--- src/design/scwm_pkg.sv ---
`timescale 1ns / 1ps
// ----------------------------------------------------------------------------
// scwm_pkg: shared types and constants of the clipped window mean core
// Field widths, register indexes and reset values, controller states and the
// command and status groups that pass between controller and datapath.
// ----------------------------------------------------------------------------
package scwm_pkg;

   // Fixed field widths.
   localparam int SAMPLE_W   = 10;
   localparam int OFFSET_W   = 10;
   localparam int GAIN_W     = 16;
   localparam int MEAN_W     = 18;
   localparam int PRESS_W    = 19;
   localparam int KEPT_W     = 9;
   localparam int CSR_DATA_W = 16;
   localparam int CSR_IDX_W  = 1;

   // Register indexes.
   localparam logic [CSR_IDX_W-1:0] CSR_RAW_OFFSET = 1'b0;
   localparam logic [CSR_IDX_W-1:0] CSR_GAIN_Q8    = 1'b1;

   // Register reset values.
   localparam logic [OFFSET_W-1:0] RAW_OFFSET_RESET = 10'd191;
   localparam logic [GAIN_W-1:0]   GAIN_Q8_RESET    = 16'd1954;

   // Controller states.
   typedef enum logic [6:0] {
      ST_IDLE   = 7'b0000001,
      ST_SUM    = 7'b0000010,
      ST_VAR    = 7'b0000100,
      ST_KEEP   = 7'b0001000,
      ST_DLOAD  = 7'b0010000,
      ST_DIV    = 7'b0100000,
      ST_FINISH = 7'b1000000
   } state_type;

   // Which accumulation a pass over the window feeds.
   typedef enum logic [1:0] {
      PASS_NONE = 2'd0,
      PASS_SUM  = 2'd1,
      PASS_VAR  = 2'd2,
      PASS_KEEP = 2'd3
   } pass_type;

   // Commands from controller to datapath.
   typedef struct packed {
      logic     wr_en;
      logic     rd_en;
      pass_type op;
      logic     clear;
      logic     div_load;
      logic     div_step;
      logic     mul_en;
      logic     load_out;
   } cmd_type;

   // Status from datapath to controller.
   typedef struct packed {
      logic pipe_busy;
      logic d_zero;
   } status_type;

endpackage

--- src/design/sigma_clipped_window_mean_core.sv ---
`timescale 1ns / 1ps
// ----------------------------------------------------------------------------
// sigma_clipped_window_mean_core: sliding window mean with one-sigma clipping
// Keeps the last WINDOW samples, averages those within one standard
// deviation of the window mean and scales the mean to a pressure.
// ----------------------------------------------------------------------------
// Usage:
//   Samples enter on req_valid / req_sample; req_stall is high while an
//   item is in work. A beat is taken when req_valid is high and req_stall low.
//   The first WINDOW beats after reset only fill the window and give no result;
//   each later beat gives one result beat on the rsp_ channel.
//   For a result, the core runs three passes over the window memory (sum,
//   squared deviation, clipping), a divider load, a bit-serial mean divider
//   that gives one quotient bit per cycle, the pressure multiply and the
//   output register load. The next sample is taken in the cycle after that
//   load at the earliest. A flat window skips the clipping pass.
//   A finished result waits in the output register while rsp_stall is high;
//   the next sample is accepted and worked on meanwhile, and its result waits
//   until the earlier beat is taken. Reset clears the window fill level, the
//   write pointer and any pending result, and sets raw_offset to 191 and
//   gain_q8 to 1954. Registers are to be written by the user, only while idle,
//   via csr_write_enable / csr_index / csr_write_data; the core does not check.
// ----------------------------------------------------------------------------
module sigma_clipped_window_mean_core #(
   parameter int WINDOW = 16
) (
   input  logic                                  clock,
   input  logic                                  reset,
   input  logic                                  req_valid,
   output logic                                  req_stall,
   input  logic [scwm_pkg::SAMPLE_W-1:0]         req_sample,
   output logic                                  rsp_valid,
   input  logic                                  rsp_stall,
   output logic [scwm_pkg::MEAN_W-1:0]           rsp_filtered_mean_q8,
   output logic signed [scwm_pkg::PRESS_W-1:0]   rsp_pressure,
   output logic [scwm_pkg::KEPT_W-1:0]           rsp_kept_count,
   output logic                                  rsp_flat_window,
   input  logic                                  csr_write_enable,
   input  logic [scwm_pkg::CSR_IDX_W-1:0]        csr_index,
   input  logic [scwm_pkg::CSR_DATA_W-1:0]       csr_write_data
);
   import scwm_pkg::*;

   localparam int IDX_W = $clog2(WINDOW);

   cmd_type           cmd;
   status_type        status;
   logic [IDX_W-1:0]  wr_addr;
   logic [IDX_W-1:0]  rd_addr;

   // Sequencer.
   scwm_controller #(
      .WINDOW (WINDOW)
   ) u_controller (
      .clock     (clock),
      .reset     (reset),
      .req_valid (req_valid),
      .req_stall (req_stall),
      .rsp_valid (rsp_valid),
      .rsp_stall (rsp_stall),
      .status    (status),
      .cmd       (cmd),
      .wr_addr   (wr_addr),
      .rd_addr   (rd_addr)
   );

   // Window memory and arithmetic.
   scwm_datapath #(
      .WINDOW (WINDOW)
   ) u_datapath (
      .clock            (clock),
      .reset            (reset),
      .cmd              (cmd),
      .wr_addr          (wr_addr),
      .rd_addr          (rd_addr),
      .sample           (req_sample),
      .csr_write_enable (csr_write_enable),
      .csr_index        (csr_index),
      .csr_write_data   (csr_write_data),
      .status           (status),
      .filtered_mean_q8 (rsp_filtered_mean_q8),
      .pressure         (rsp_pressure),
      .kept_count       (rsp_kept_count),
      .flat_window      (rsp_flat_window)
   );

endmodule

--- src/design/scwm_datapath.sv ---
`timescale 1ns / 1ps
// ----------------------------------------------------------------------------
// scwm_datapath: window memory, statistics pipeline, divider and scaling
// Holds the sample window, runs the sum, deviation and clipping passes, the
// bit-serial mean divider, the pressure multiply and the result registers.
// ----------------------------------------------------------------------------
module scwm_datapath #(
   parameter int WINDOW = 16
) (
   input  logic                                  clock,
   input  logic                                  reset,
   input  scwm_pkg::cmd_type                     cmd,
   input  logic [$clog2(WINDOW)-1:0]             wr_addr,
   input  logic [$clog2(WINDOW)-1:0]             rd_addr,
   input  logic [scwm_pkg::SAMPLE_W-1:0]         sample,
   input  logic                                  csr_write_enable,
   input  logic [scwm_pkg::CSR_IDX_W-1:0]        csr_index,
   input  logic [scwm_pkg::CSR_DATA_W-1:0]       csr_write_data,
   output scwm_pkg::status_type                  status,
   output logic [scwm_pkg::MEAN_W-1:0]           filtered_mean_q8,
   output logic signed [scwm_pkg::PRESS_W-1:0]   pressure,
   output logic [scwm_pkg::KEPT_W-1:0]           kept_count,
   output logic                                  flat_window
);
   import scwm_pkg::*;

   localparam int SUM_W = $clog2(WINDOW * 1023 + 1);
   localparam int CNT_W = $clog2(WINDOW + 1);
   localparam int SQ_W  = 2 * SUM_W;
   localparam int D_W   = 2 * SUM_W + $clog2(WINDOW);
   localparam int NUM_W = SUM_W + 8;
   localparam int PROD_W = PRESS_W + GAIN_W + 1;

   // Configuration registers.
   logic [OFFSET_W-1:0] raw_offset_ff;
   logic [GAIN_W-1:0]   gain_q8_ff;

   always_ff @(posedge clock) begin
      if (reset) begin
         raw_offset_ff <= RAW_OFFSET_RESET;
         gain_q8_ff    <= GAIN_Q8_RESET;
      end else if (csr_write_enable) begin
         case (csr_index)
            CSR_RAW_OFFSET: raw_offset_ff <= csr_write_data[OFFSET_W-1:0];
            CSR_GAIN_Q8:    gain_q8_ff    <= csr_write_data[GAIN_W-1:0];
            default: begin
            end
         endcase
      end
   end

   // Window memory with a registered read port.
   logic [SAMPLE_W-1:0] mem [WINDOW];
   logic [SAMPLE_W-1:0] rd_data_ff;

   always_ff @(posedge clock) begin
      if (cmd.wr_en) begin
         mem[wr_addr] <= sample;
      end
      if (cmd.rd_en) begin
         rd_data_ff <= mem[rd_addr];
      end
   end

   // Stage valid flags of the pass pipeline.
   logic s1_valid_ff, s2_valid_ff, s3_valid_ff, s4_valid_ff;

   always_ff @(posedge clock) begin
      if (reset) begin
         s1_valid_ff <= 1'b0;
         s2_valid_ff <= 1'b0;
         s3_valid_ff <= 1'b0;
         s4_valid_ff <= 1'b0;
      end else begin
         s1_valid_ff <= cmd.rd_en;
         s2_valid_ff <= s1_valid_ff;
         s3_valid_ff <= s2_valid_ff;
         s4_valid_ff <= s3_valid_ff;
      end
   end

   // Accumulators and pipeline payload.
   logic [SUM_W-1:0]          sum_ff;
   logic [D_W-1:0]            d_ff;
   logic [SUM_W-1:0]          ks_ff;
   logic [CNT_W-1:0]          kept_ff;
   logic signed [SUM_W:0]     diff_ff;
   logic [SAMPLE_W-1:0]       x2_ff, x3_ff, x4_ff;
   logic [SQ_W-1:0]           sq_ff;
   logic [D_W-1:0]            wsq_ff;

   logic [SUM_W-1:0]          nx;
   logic signed [SUM_W:0]     diff_in;
   logic signed [SQ_W+1:0]    sq_full;

   // Deviation N*x - S of the sample leaving the memory.
   assign nx      = SUM_W'(WINDOW) * SUM_W'(rd_data_ff);
   assign diff_in = $signed({1'b0, nx}) - $signed({1'b0, sum_ff});
   assign sq_full = diff_ff * diff_ff;

   always_ff @(posedge clock) begin
      diff_ff <= diff_in;
      x2_ff   <= rd_data_ff;
      sq_ff   <= sq_full[SQ_W-1:0];
      x3_ff   <= x2_ff;
      wsq_ff  <= D_W'(sq_ff) * D_W'(WINDOW - 1);
      x4_ff   <= x3_ff;
   end

   // Sum, squared deviation and clipped sum accumulation.
   always_ff @(posedge clock) begin
      if (cmd.clear) begin
         sum_ff  <= '0;
         d_ff    <= '0;
         ks_ff   <= '0;
         kept_ff <= '0;
      end else begin
         if (s1_valid_ff && cmd.op == PASS_SUM) begin
            sum_ff <= sum_ff + SUM_W'(rd_data_ff);
         end
         if (s3_valid_ff && cmd.op == PASS_VAR) begin
            d_ff <= d_ff + D_W'(sq_ff);
         end
         if (s4_valid_ff && cmd.op == PASS_KEEP && wsq_ff < d_ff) begin
            ks_ff   <= ks_ff + SUM_W'(x4_ff);
            kept_ff <= kept_ff + 1'b1;
         end
      end
   end

   assign status.pipe_busy = s1_valid_ff | s2_valid_ff | s3_valid_ff | s4_valid_ff;
   assign status.d_zero    = (d_ff == '0);

   // Restoring divider: one quotient bit per step, quotient shifts into num_ff.
   logic [NUM_W-1:0] num_ff;
   logic [CNT_W-1:0] rem_ff;
   logic [CNT_W-1:0] div_ff;
   logic             flat_ff;
   logic             use_all;
   logic [CNT_W:0]   trial;
   logic             q_bit;

   assign use_all = (d_ff == '0) || (kept_ff == '0);
   assign trial   = {rem_ff, num_ff[NUM_W-1]};
   assign q_bit   = (trial >= {1'b0, div_ff});

   always_ff @(posedge clock) begin
      if (cmd.div_load) begin
         num_ff  <= {(use_all ? sum_ff : ks_ff), 8'd0};
         div_ff  <= use_all ? CNT_W'(WINDOW) : kept_ff;
         rem_ff  <= '0;
         flat_ff <= (d_ff == '0);
      end else if (cmd.div_step) begin
         rem_ff <= q_bit ? CNT_W'(trial - {1'b0, div_ff}) : trial[CNT_W-1:0];
         num_ff <= {num_ff[NUM_W-2:0], q_bit};
      end
   end

   // Pressure scaling: (mean - offset * 256) * gain, floored by the shift.
   logic signed [PRESS_W-1:0] pdiff;
   logic signed [GAIN_W:0]    gain_s;
   logic signed [PROD_W-1:0]  prod_ff;

   assign pdiff  = $signed({1'b0, num_ff[MEAN_W-1:0]})
                 - $signed({1'b0, raw_offset_ff, 8'd0});
   assign gain_s = $signed({1'b0, gain_q8_ff});

   always_ff @(posedge clock) begin
      if (cmd.mul_en) begin
         prod_ff <= pdiff * gain_s;
      end
   end

   // Result registers.
   always_ff @(posedge clock) begin
      if (cmd.load_out) begin
         filtered_mean_q8 <= num_ff[MEAN_W-1:0];
         pressure         <= prod_ff[PRESS_W+15:16];
         kept_count       <= KEPT_W'(div_ff);
         flat_window      <= flat_ff;
      end
   end

endmodule

--- src/design/scwm_controller.sv ---
`timescale 1ns / 1ps
// ----------------------------------------------------------------------------
// scwm_controller: sequencer of the clipped window mean core
// Accepts samples, tracks the write pointer and fill level, steps the
// datapath through its passes and the divider, and owns the result valid.
// ----------------------------------------------------------------------------
module scwm_controller #(
   parameter int WINDOW = 16
) (
   input  logic                          clock,
   input  logic                          reset,
   input  logic                          req_valid,
   output logic                          req_stall,
   output logic                          rsp_valid,
   input  logic                          rsp_stall,
   input  scwm_pkg::status_type          status,
   output scwm_pkg::cmd_type             cmd,
   output logic [$clog2(WINDOW)-1:0]     wr_addr,
   output logic [$clog2(WINDOW)-1:0]     rd_addr
);
   import scwm_pkg::*;

   localparam int IDX_W  = $clog2(WINDOW);
   localparam int FILL_W = $clog2(WINDOW + 1);
   localparam int SUM_W  = $clog2(WINDOW * 1023 + 1);
   localparam int NUM_W  = SUM_W + 8;
   localparam int CTR_MAX = (WINDOW > NUM_W) ? WINDOW : NUM_W;
   localparam int CTR_W  = $clog2(CTR_MAX + 1);

   state_type           state_ff, state_in;
   logic [CTR_W-1:0]    cnt_ff, cnt_in;
   logic [IDX_W-1:0]    wp_ff, wp_in;
   logic [FILL_W-1:0]   fill_ff, fill_in;
   logic                rsp_valid_ff, rsp_valid_in;
   logic                accept;
   logic                issuing;
   logic                out_free;

   assign req_stall = (state_ff != ST_IDLE);
   assign accept    = req_valid && (state_ff == ST_IDLE);
   assign issuing   = (cnt_ff < CTR_W'(WINDOW));
   assign out_free  = !rsp_valid_ff || !rsp_stall;
   assign rsp_valid = rsp_valid_ff;
   assign wr_addr   = wp_ff;
   assign rd_addr   = cnt_ff[IDX_W-1:0];

   // Next state, counters and datapath commands.
   always_comb begin
      state_in     = state_ff;
      cnt_in       = cnt_ff;
      wp_in        = wp_ff;
      fill_in      = fill_ff;
      cmd          = '0;
      cmd.op       = PASS_NONE;
      rsp_valid_in = rsp_valid_ff && rsp_stall;

      case (state_ff)
         ST_IDLE: begin
            cmd.clear  = 1'b1;
            cmd.wr_en  = accept;
            if (accept) begin
               wp_in = (wp_ff == IDX_W'(WINDOW - 1)) ? '0 : wp_ff + 1'b1;
               if (fill_ff < FILL_W'(WINDOW)) begin
                  fill_in = fill_ff + 1'b1;
               end else begin
                  cnt_in   = '0;
                  state_in = ST_SUM;
               end
            end
         end
         ST_SUM, ST_VAR, ST_KEEP: begin
            cmd.op = (state_ff == ST_SUM) ? PASS_SUM :
                     (state_ff == ST_VAR) ? PASS_VAR : PASS_KEEP;
            if (issuing) begin
               cmd.rd_en = 1'b1;
               cnt_in    = cnt_ff + 1'b1;
            end else if (!status.pipe_busy) begin
               cnt_in = '0;
               case (state_ff)
                  ST_SUM:  state_in = ST_VAR;
                  ST_VAR:  state_in = status.d_zero ? ST_DLOAD : ST_KEEP;
                  default: state_in = ST_DLOAD;
               endcase
            end
         end
         ST_DLOAD: begin
            cmd.div_load = 1'b1;
            cnt_in       = '0;
            state_in     = ST_DIV;
         end
         ST_DIV: begin
            cmd.div_step = 1'b1;
            if (cnt_ff == CTR_W'(NUM_W - 1)) begin
               cnt_in   = '0;
               state_in = ST_FINISH;
            end else begin
               cnt_in = cnt_ff + 1'b1;
            end
         end
         ST_FINISH: begin
            // The product is captured in the first cycle here; the result loads
            // once the output register is free.
            cmd.mul_en = !cnt_ff[0];
            if (cnt_ff[0] && out_free) begin
               cmd.load_out = 1'b1;
               rsp_valid_in = 1'b1;
               cnt_in       = '0;
               state_in     = ST_IDLE;
            end else begin
               cnt_in = CTR_W'(1);
            end
         end
         default: begin
            state_in = ST_IDLE;
         end
      endcase
   end

   // Control registers.
   always_ff @(posedge clock) begin
      if (reset) begin
         state_ff     <= ST_IDLE;
         cnt_ff       <= '0;
         wp_ff        <= '0;
         fill_ff      <= '0;
         rsp_valid_ff <= 1'b0;
      end else begin
         state_ff     <= state_in;
         cnt_ff       <= cnt_in;
         wp_ff        <= wp_in;
         fill_ff      <= fill_in;
         rsp_valid_ff <= rsp_valid_in;
      end
   end

endmodule
--- config.mk ---
export PLATFORM = sky130hd
export DESIGN_NAME = sigma_clipped_window_mean_core
export DESIGN_NICKNAME = d
export VERILOG_FILES = /design/src/design/scwm_pkg.sv /design/src/design/sigma_clipped_window_mean_core.sv /design/src/design/scwm_datapath.sv /design/src/design/scwm_controller.sv
export SDC_FILE = /design/constraint.sdc
export NUM_CORES = 2
export LEC_CHECK = 0
export BUFFER_PORTS_ARGS = -buffer_cell sky130_fd_sc_hd__buf_2
export CAP_MARGIN = 20
export CORE_MARGIN = 2
export CORE_UTILIZATION = 40
export CTS_CLUSTER_SIZE = 10
export DETAILED_ROUTE_END_ITERATION = 6
export PLACE_DENSITY = 0.56
export SLEW_MARGIN = 10
export SYNTH_ARGS = -nofsm -noshare
export SYNTH_HDL_FRONTEND = slang
export SYNTH_SLANG_ARGS = --single-unit
--- constraint.sdc ---
create_clock -name clock -period 22.3 [get_ports clock]
set_clock_uncertainty 0.2 [all_clocks]
set_input_delay 1.115 -clock clock [delete_from_list [all_inputs] [get_ports clock]]
set_output_delay 1.115 -clock clock [all_outputs]
set_load 0.01 [all_outputs]
==> results.md <==
- Status: complete, no violations
- Max cap viols: 0
- Detail Placement HPWL: 70330 um
- Core Region: 101400 um^2
- Crit share post-route: 42.41%
- Crit path kind: register to register
- Slowest stage delay, CP: 0.91 ns
- Ys Warns: 0
- Synth top area cells: fa_1, edfxtp_1, dfxtp_1
- CP endpoint kind: register
- Nets@finish: 4796
- Rel. slew slack: 23.58%
- Peak VDD IR: 0.3610 mV
- Setup repair bufs after CTS: 0
- Post-synth EDFFs: 252
- Full die area: 104600 um^2
- Placed insts: 5210
- Post-route ant nets: 0
- Initial antenna violation count: 0
- Crit-path most repeated cell: fa_1
- Worst path arrival time: 9.69 ns
- Drt via density: 4.957
- CP max FO: 14
- Async SR Flop Fraction: 0%
- Main synth FF type: edfxtp_1
- TritonCTS buffer count: 60
- WHS Path Cells: 0
- Post-layout min period: 9.457 ns
- Max clock buf depth: 3
- FMAX: 105.7 MHz
- # setup viols final: 0
- Final hold vios: 0
- Remaining DRCs: 0
- N_diodes: 0
- Clock Latency Late Sink: 0.69 ns
- I/O pins: 81
- IO buf count: 76
- Initial Utilization: 40.22%
- Worst EP required: 22.53 ns
- Seq/Total Area, Yosys: 29.98%
- First-pass GRT wire length: 150800 um
- Top post-synthesis cells by count: inv_1, fa_1, nand2_1
- Flop and latch count out of synthesis: 485
- Initial DRT Pass Iterations: 5
- TritonCTS clock tree: done
- Via count: 26370
- Die span in y: 323.4 um
- Die width: 323.4 um
- Mapped Cells: 3860
- Mapped Area: 40800 um^2
- Cell leakage power: 19.78 nW
- Total congestion overflow: 0
- CP startpoint kind: register
- CTS H-tree lvls: 2
- Initial DRC Count: 1678
- Setup_tns: 0 ns
- RSZ-0062 raised after global routing: false
- Worst min path class: register to register
- Routability Congestion: 0.8471
- Cell variety after synth: 79
- Post-route insts no fill: 5320
- Routed length per instance: 17.32 um
- Total power: 5.717 mW
- Clock net sink count: 485
- CTS root buf: clkbuf_16
- Final Max Slew Viols: 0
- PostCTS Resize Cnt: 0
- Cts hold-fix bufs: 0
- Aggregate routed wire length: 92140 um
- Most frequent cell after synthesis: inv_1
- Syn Area/Cell: 10.57 um^2
- Area delta synth->final: 9.221%
- Final core occ: 43.93%
- Largest net degree at the start of global routing: 55
- Row Count: 117
- Hold slack: 0.1202 ns
- Layout cell share with drive strength beyond 1: 6.832%
- Yosys top cell area share: 26.64%
- Reg2reg path depth: 31
- Gr usage total: 18.43%
- Clock transition at path regs: 0.06 ns
- Power density over cell area: 128.3 nW/um^2
- Actual slew at the worst max-slew pin: 1.139 ns
- FILL cells: 9706
- Slowest-stage cell, CP: o21ai_1
- Synth area leader: fa_1
- Vias in the first global route: 27544
## critical path, delay by kind of cell, from the launching register on
| family | cells | cell delay (ns) |
|---|---|---|
| simple gates | 4 | 0.68 |
| compound gates | 13 | 3.52 |
| buf+inv | 4 | 0.50 |
| fa+ha+maj | 9 | 3.88 |
| flops | 1 | 0.39 |
| xor+xnor | 1 | 0.08 |
## metrics by stage
step           worst slack [ns]  area [um^2]
2_1_floorplan             13.86        40820
3_3_place_gp              13.08        42650
3_5_place_dp              12.85        42660
4_1_cts                   12.87        44550
5_1_grt                   12.13        44570
6_report                  12.84        44570
## where the power goes
part / internal [mW] / switching, mW / total (mW)
clock: 0.539 / 0.396 / 0.935
sequential: 1.10 / 0.103 / 1.20
combinational: 1.57 / 2.01 / 3.58
## cell families after synthesis
logic type	Yosys count	synth area share, %
buffers and inverters	819	7.595
AND/OR/NAND/NOR	1006	11.92
other	1	0.009190
flip-flops	485	29.98
adder cells (fa/ha/maj)	859	36.33
AO/OA/AOI/OAI	452	7.227
multiplexers	85	3.621
XOR/XNOR	153	3.318
## flip-flops by register name, summed over array words and instances (netlist names), 10 cells and up
register                     count
u_datapath.pressure             19
u_datapath.sq_ff                27
u_datapath.x3_ff                10
u_datapath.x2_ff                10
u_datapath.x4_ff                10
u_datapath.gain_q8_ff           16
u_datapath.d_ff                 32
u_datapath.prod_ff              19
u_datapath.num_ff               22
u_datapath.ks_ff                14
u_datapath.rd_data_ff           10
u_datapath.filtered_mean_q8     18
u_datapath.raw_offset_ff        10
u_datapath.sum_ff               14
u_datapath.wsq_ff               31
u_datapath.mem                 160
u_datapath.diff_ff              15
## final cells by class
class / instances / area, um^2 / area share [%]
well taps: 1368 / 1712 / 3.841
clock buffers: 95 / 1714 / 3.846
flip-flops and latches: 485 / 12230 / 27.45
inverters: 688 / 2582 / 5.795
multi-input cells: 2561 / 25510 / 57.23
clock inverters: 14 / 181.4 / 0.4071
repair buffers: 109 / 635.6 / 1.426
## layout by cell type, fill, tap and decap left out, types with 10 or more instances in the layout
master,instances
nand2_1,412
clkbuf_16,61
mux2i_1,34
xnor2_1,106
and2_1,156
dfxtp_1,231
o21bai_1,15
inv_1,687
nor2b_1,38
a21oi_1,155
ha_1,316
nand3b_1,25
nand3_1,40
a31oi_1,14
nand4_1,23
nor2_1,159
a21o_1,55
buf_2,76
o21ai_0,71
nand2b_1,43
mux4_2,50
o21a_1,20
clkbuf_1,28
nor3_1,38
fa_1,543
edfxtp_1,252
xor2_1,46
nor4_1,13
o211ai_1,10
a211oi_1,14
nor3b_1,11
buf_4,32
a211o_1,12
and3_1,17
## layer usage
| metal | vias to the layer above | GRT usage, % | part of all wire (%) |
|---|---|---|---|
| li1 | 12592 | - | - |
| met1 | 13229 | 25.19 | 46 |
| met2 | 419 | 30.60 | 47 |
| met3 | 130 | 2.417 | 3.8 |
| met4 | 0 | 5.364 | 2.9 |
| met5 | - | 0 | 0 |
## path summary, 6_finish.rpt
check	start	to	slack, ns
worst max-delay path	u_datapath.num_ff[8]$_DFFE_PP_	u_datapath.prod_ff[34]$_DFFE_PP_	12.84
worst min-delay path	u_datapath.x3_ff[0]$_DFF_P_	u_datapath.x4_ff[0]$_DFF_P_	0.12
worst max register to register	u_datapath.num_ff[8]$_DFFE_PP_	u_datapath.prod_ff[34]$_DFFE_PP_	12.84
worst min register to register	u_datapath.x3_ff[0]$_DFF_P_	u_datapath.x4_ff[0]$_DFF_P_	0.12
Power figures use the tool's default switching activity.
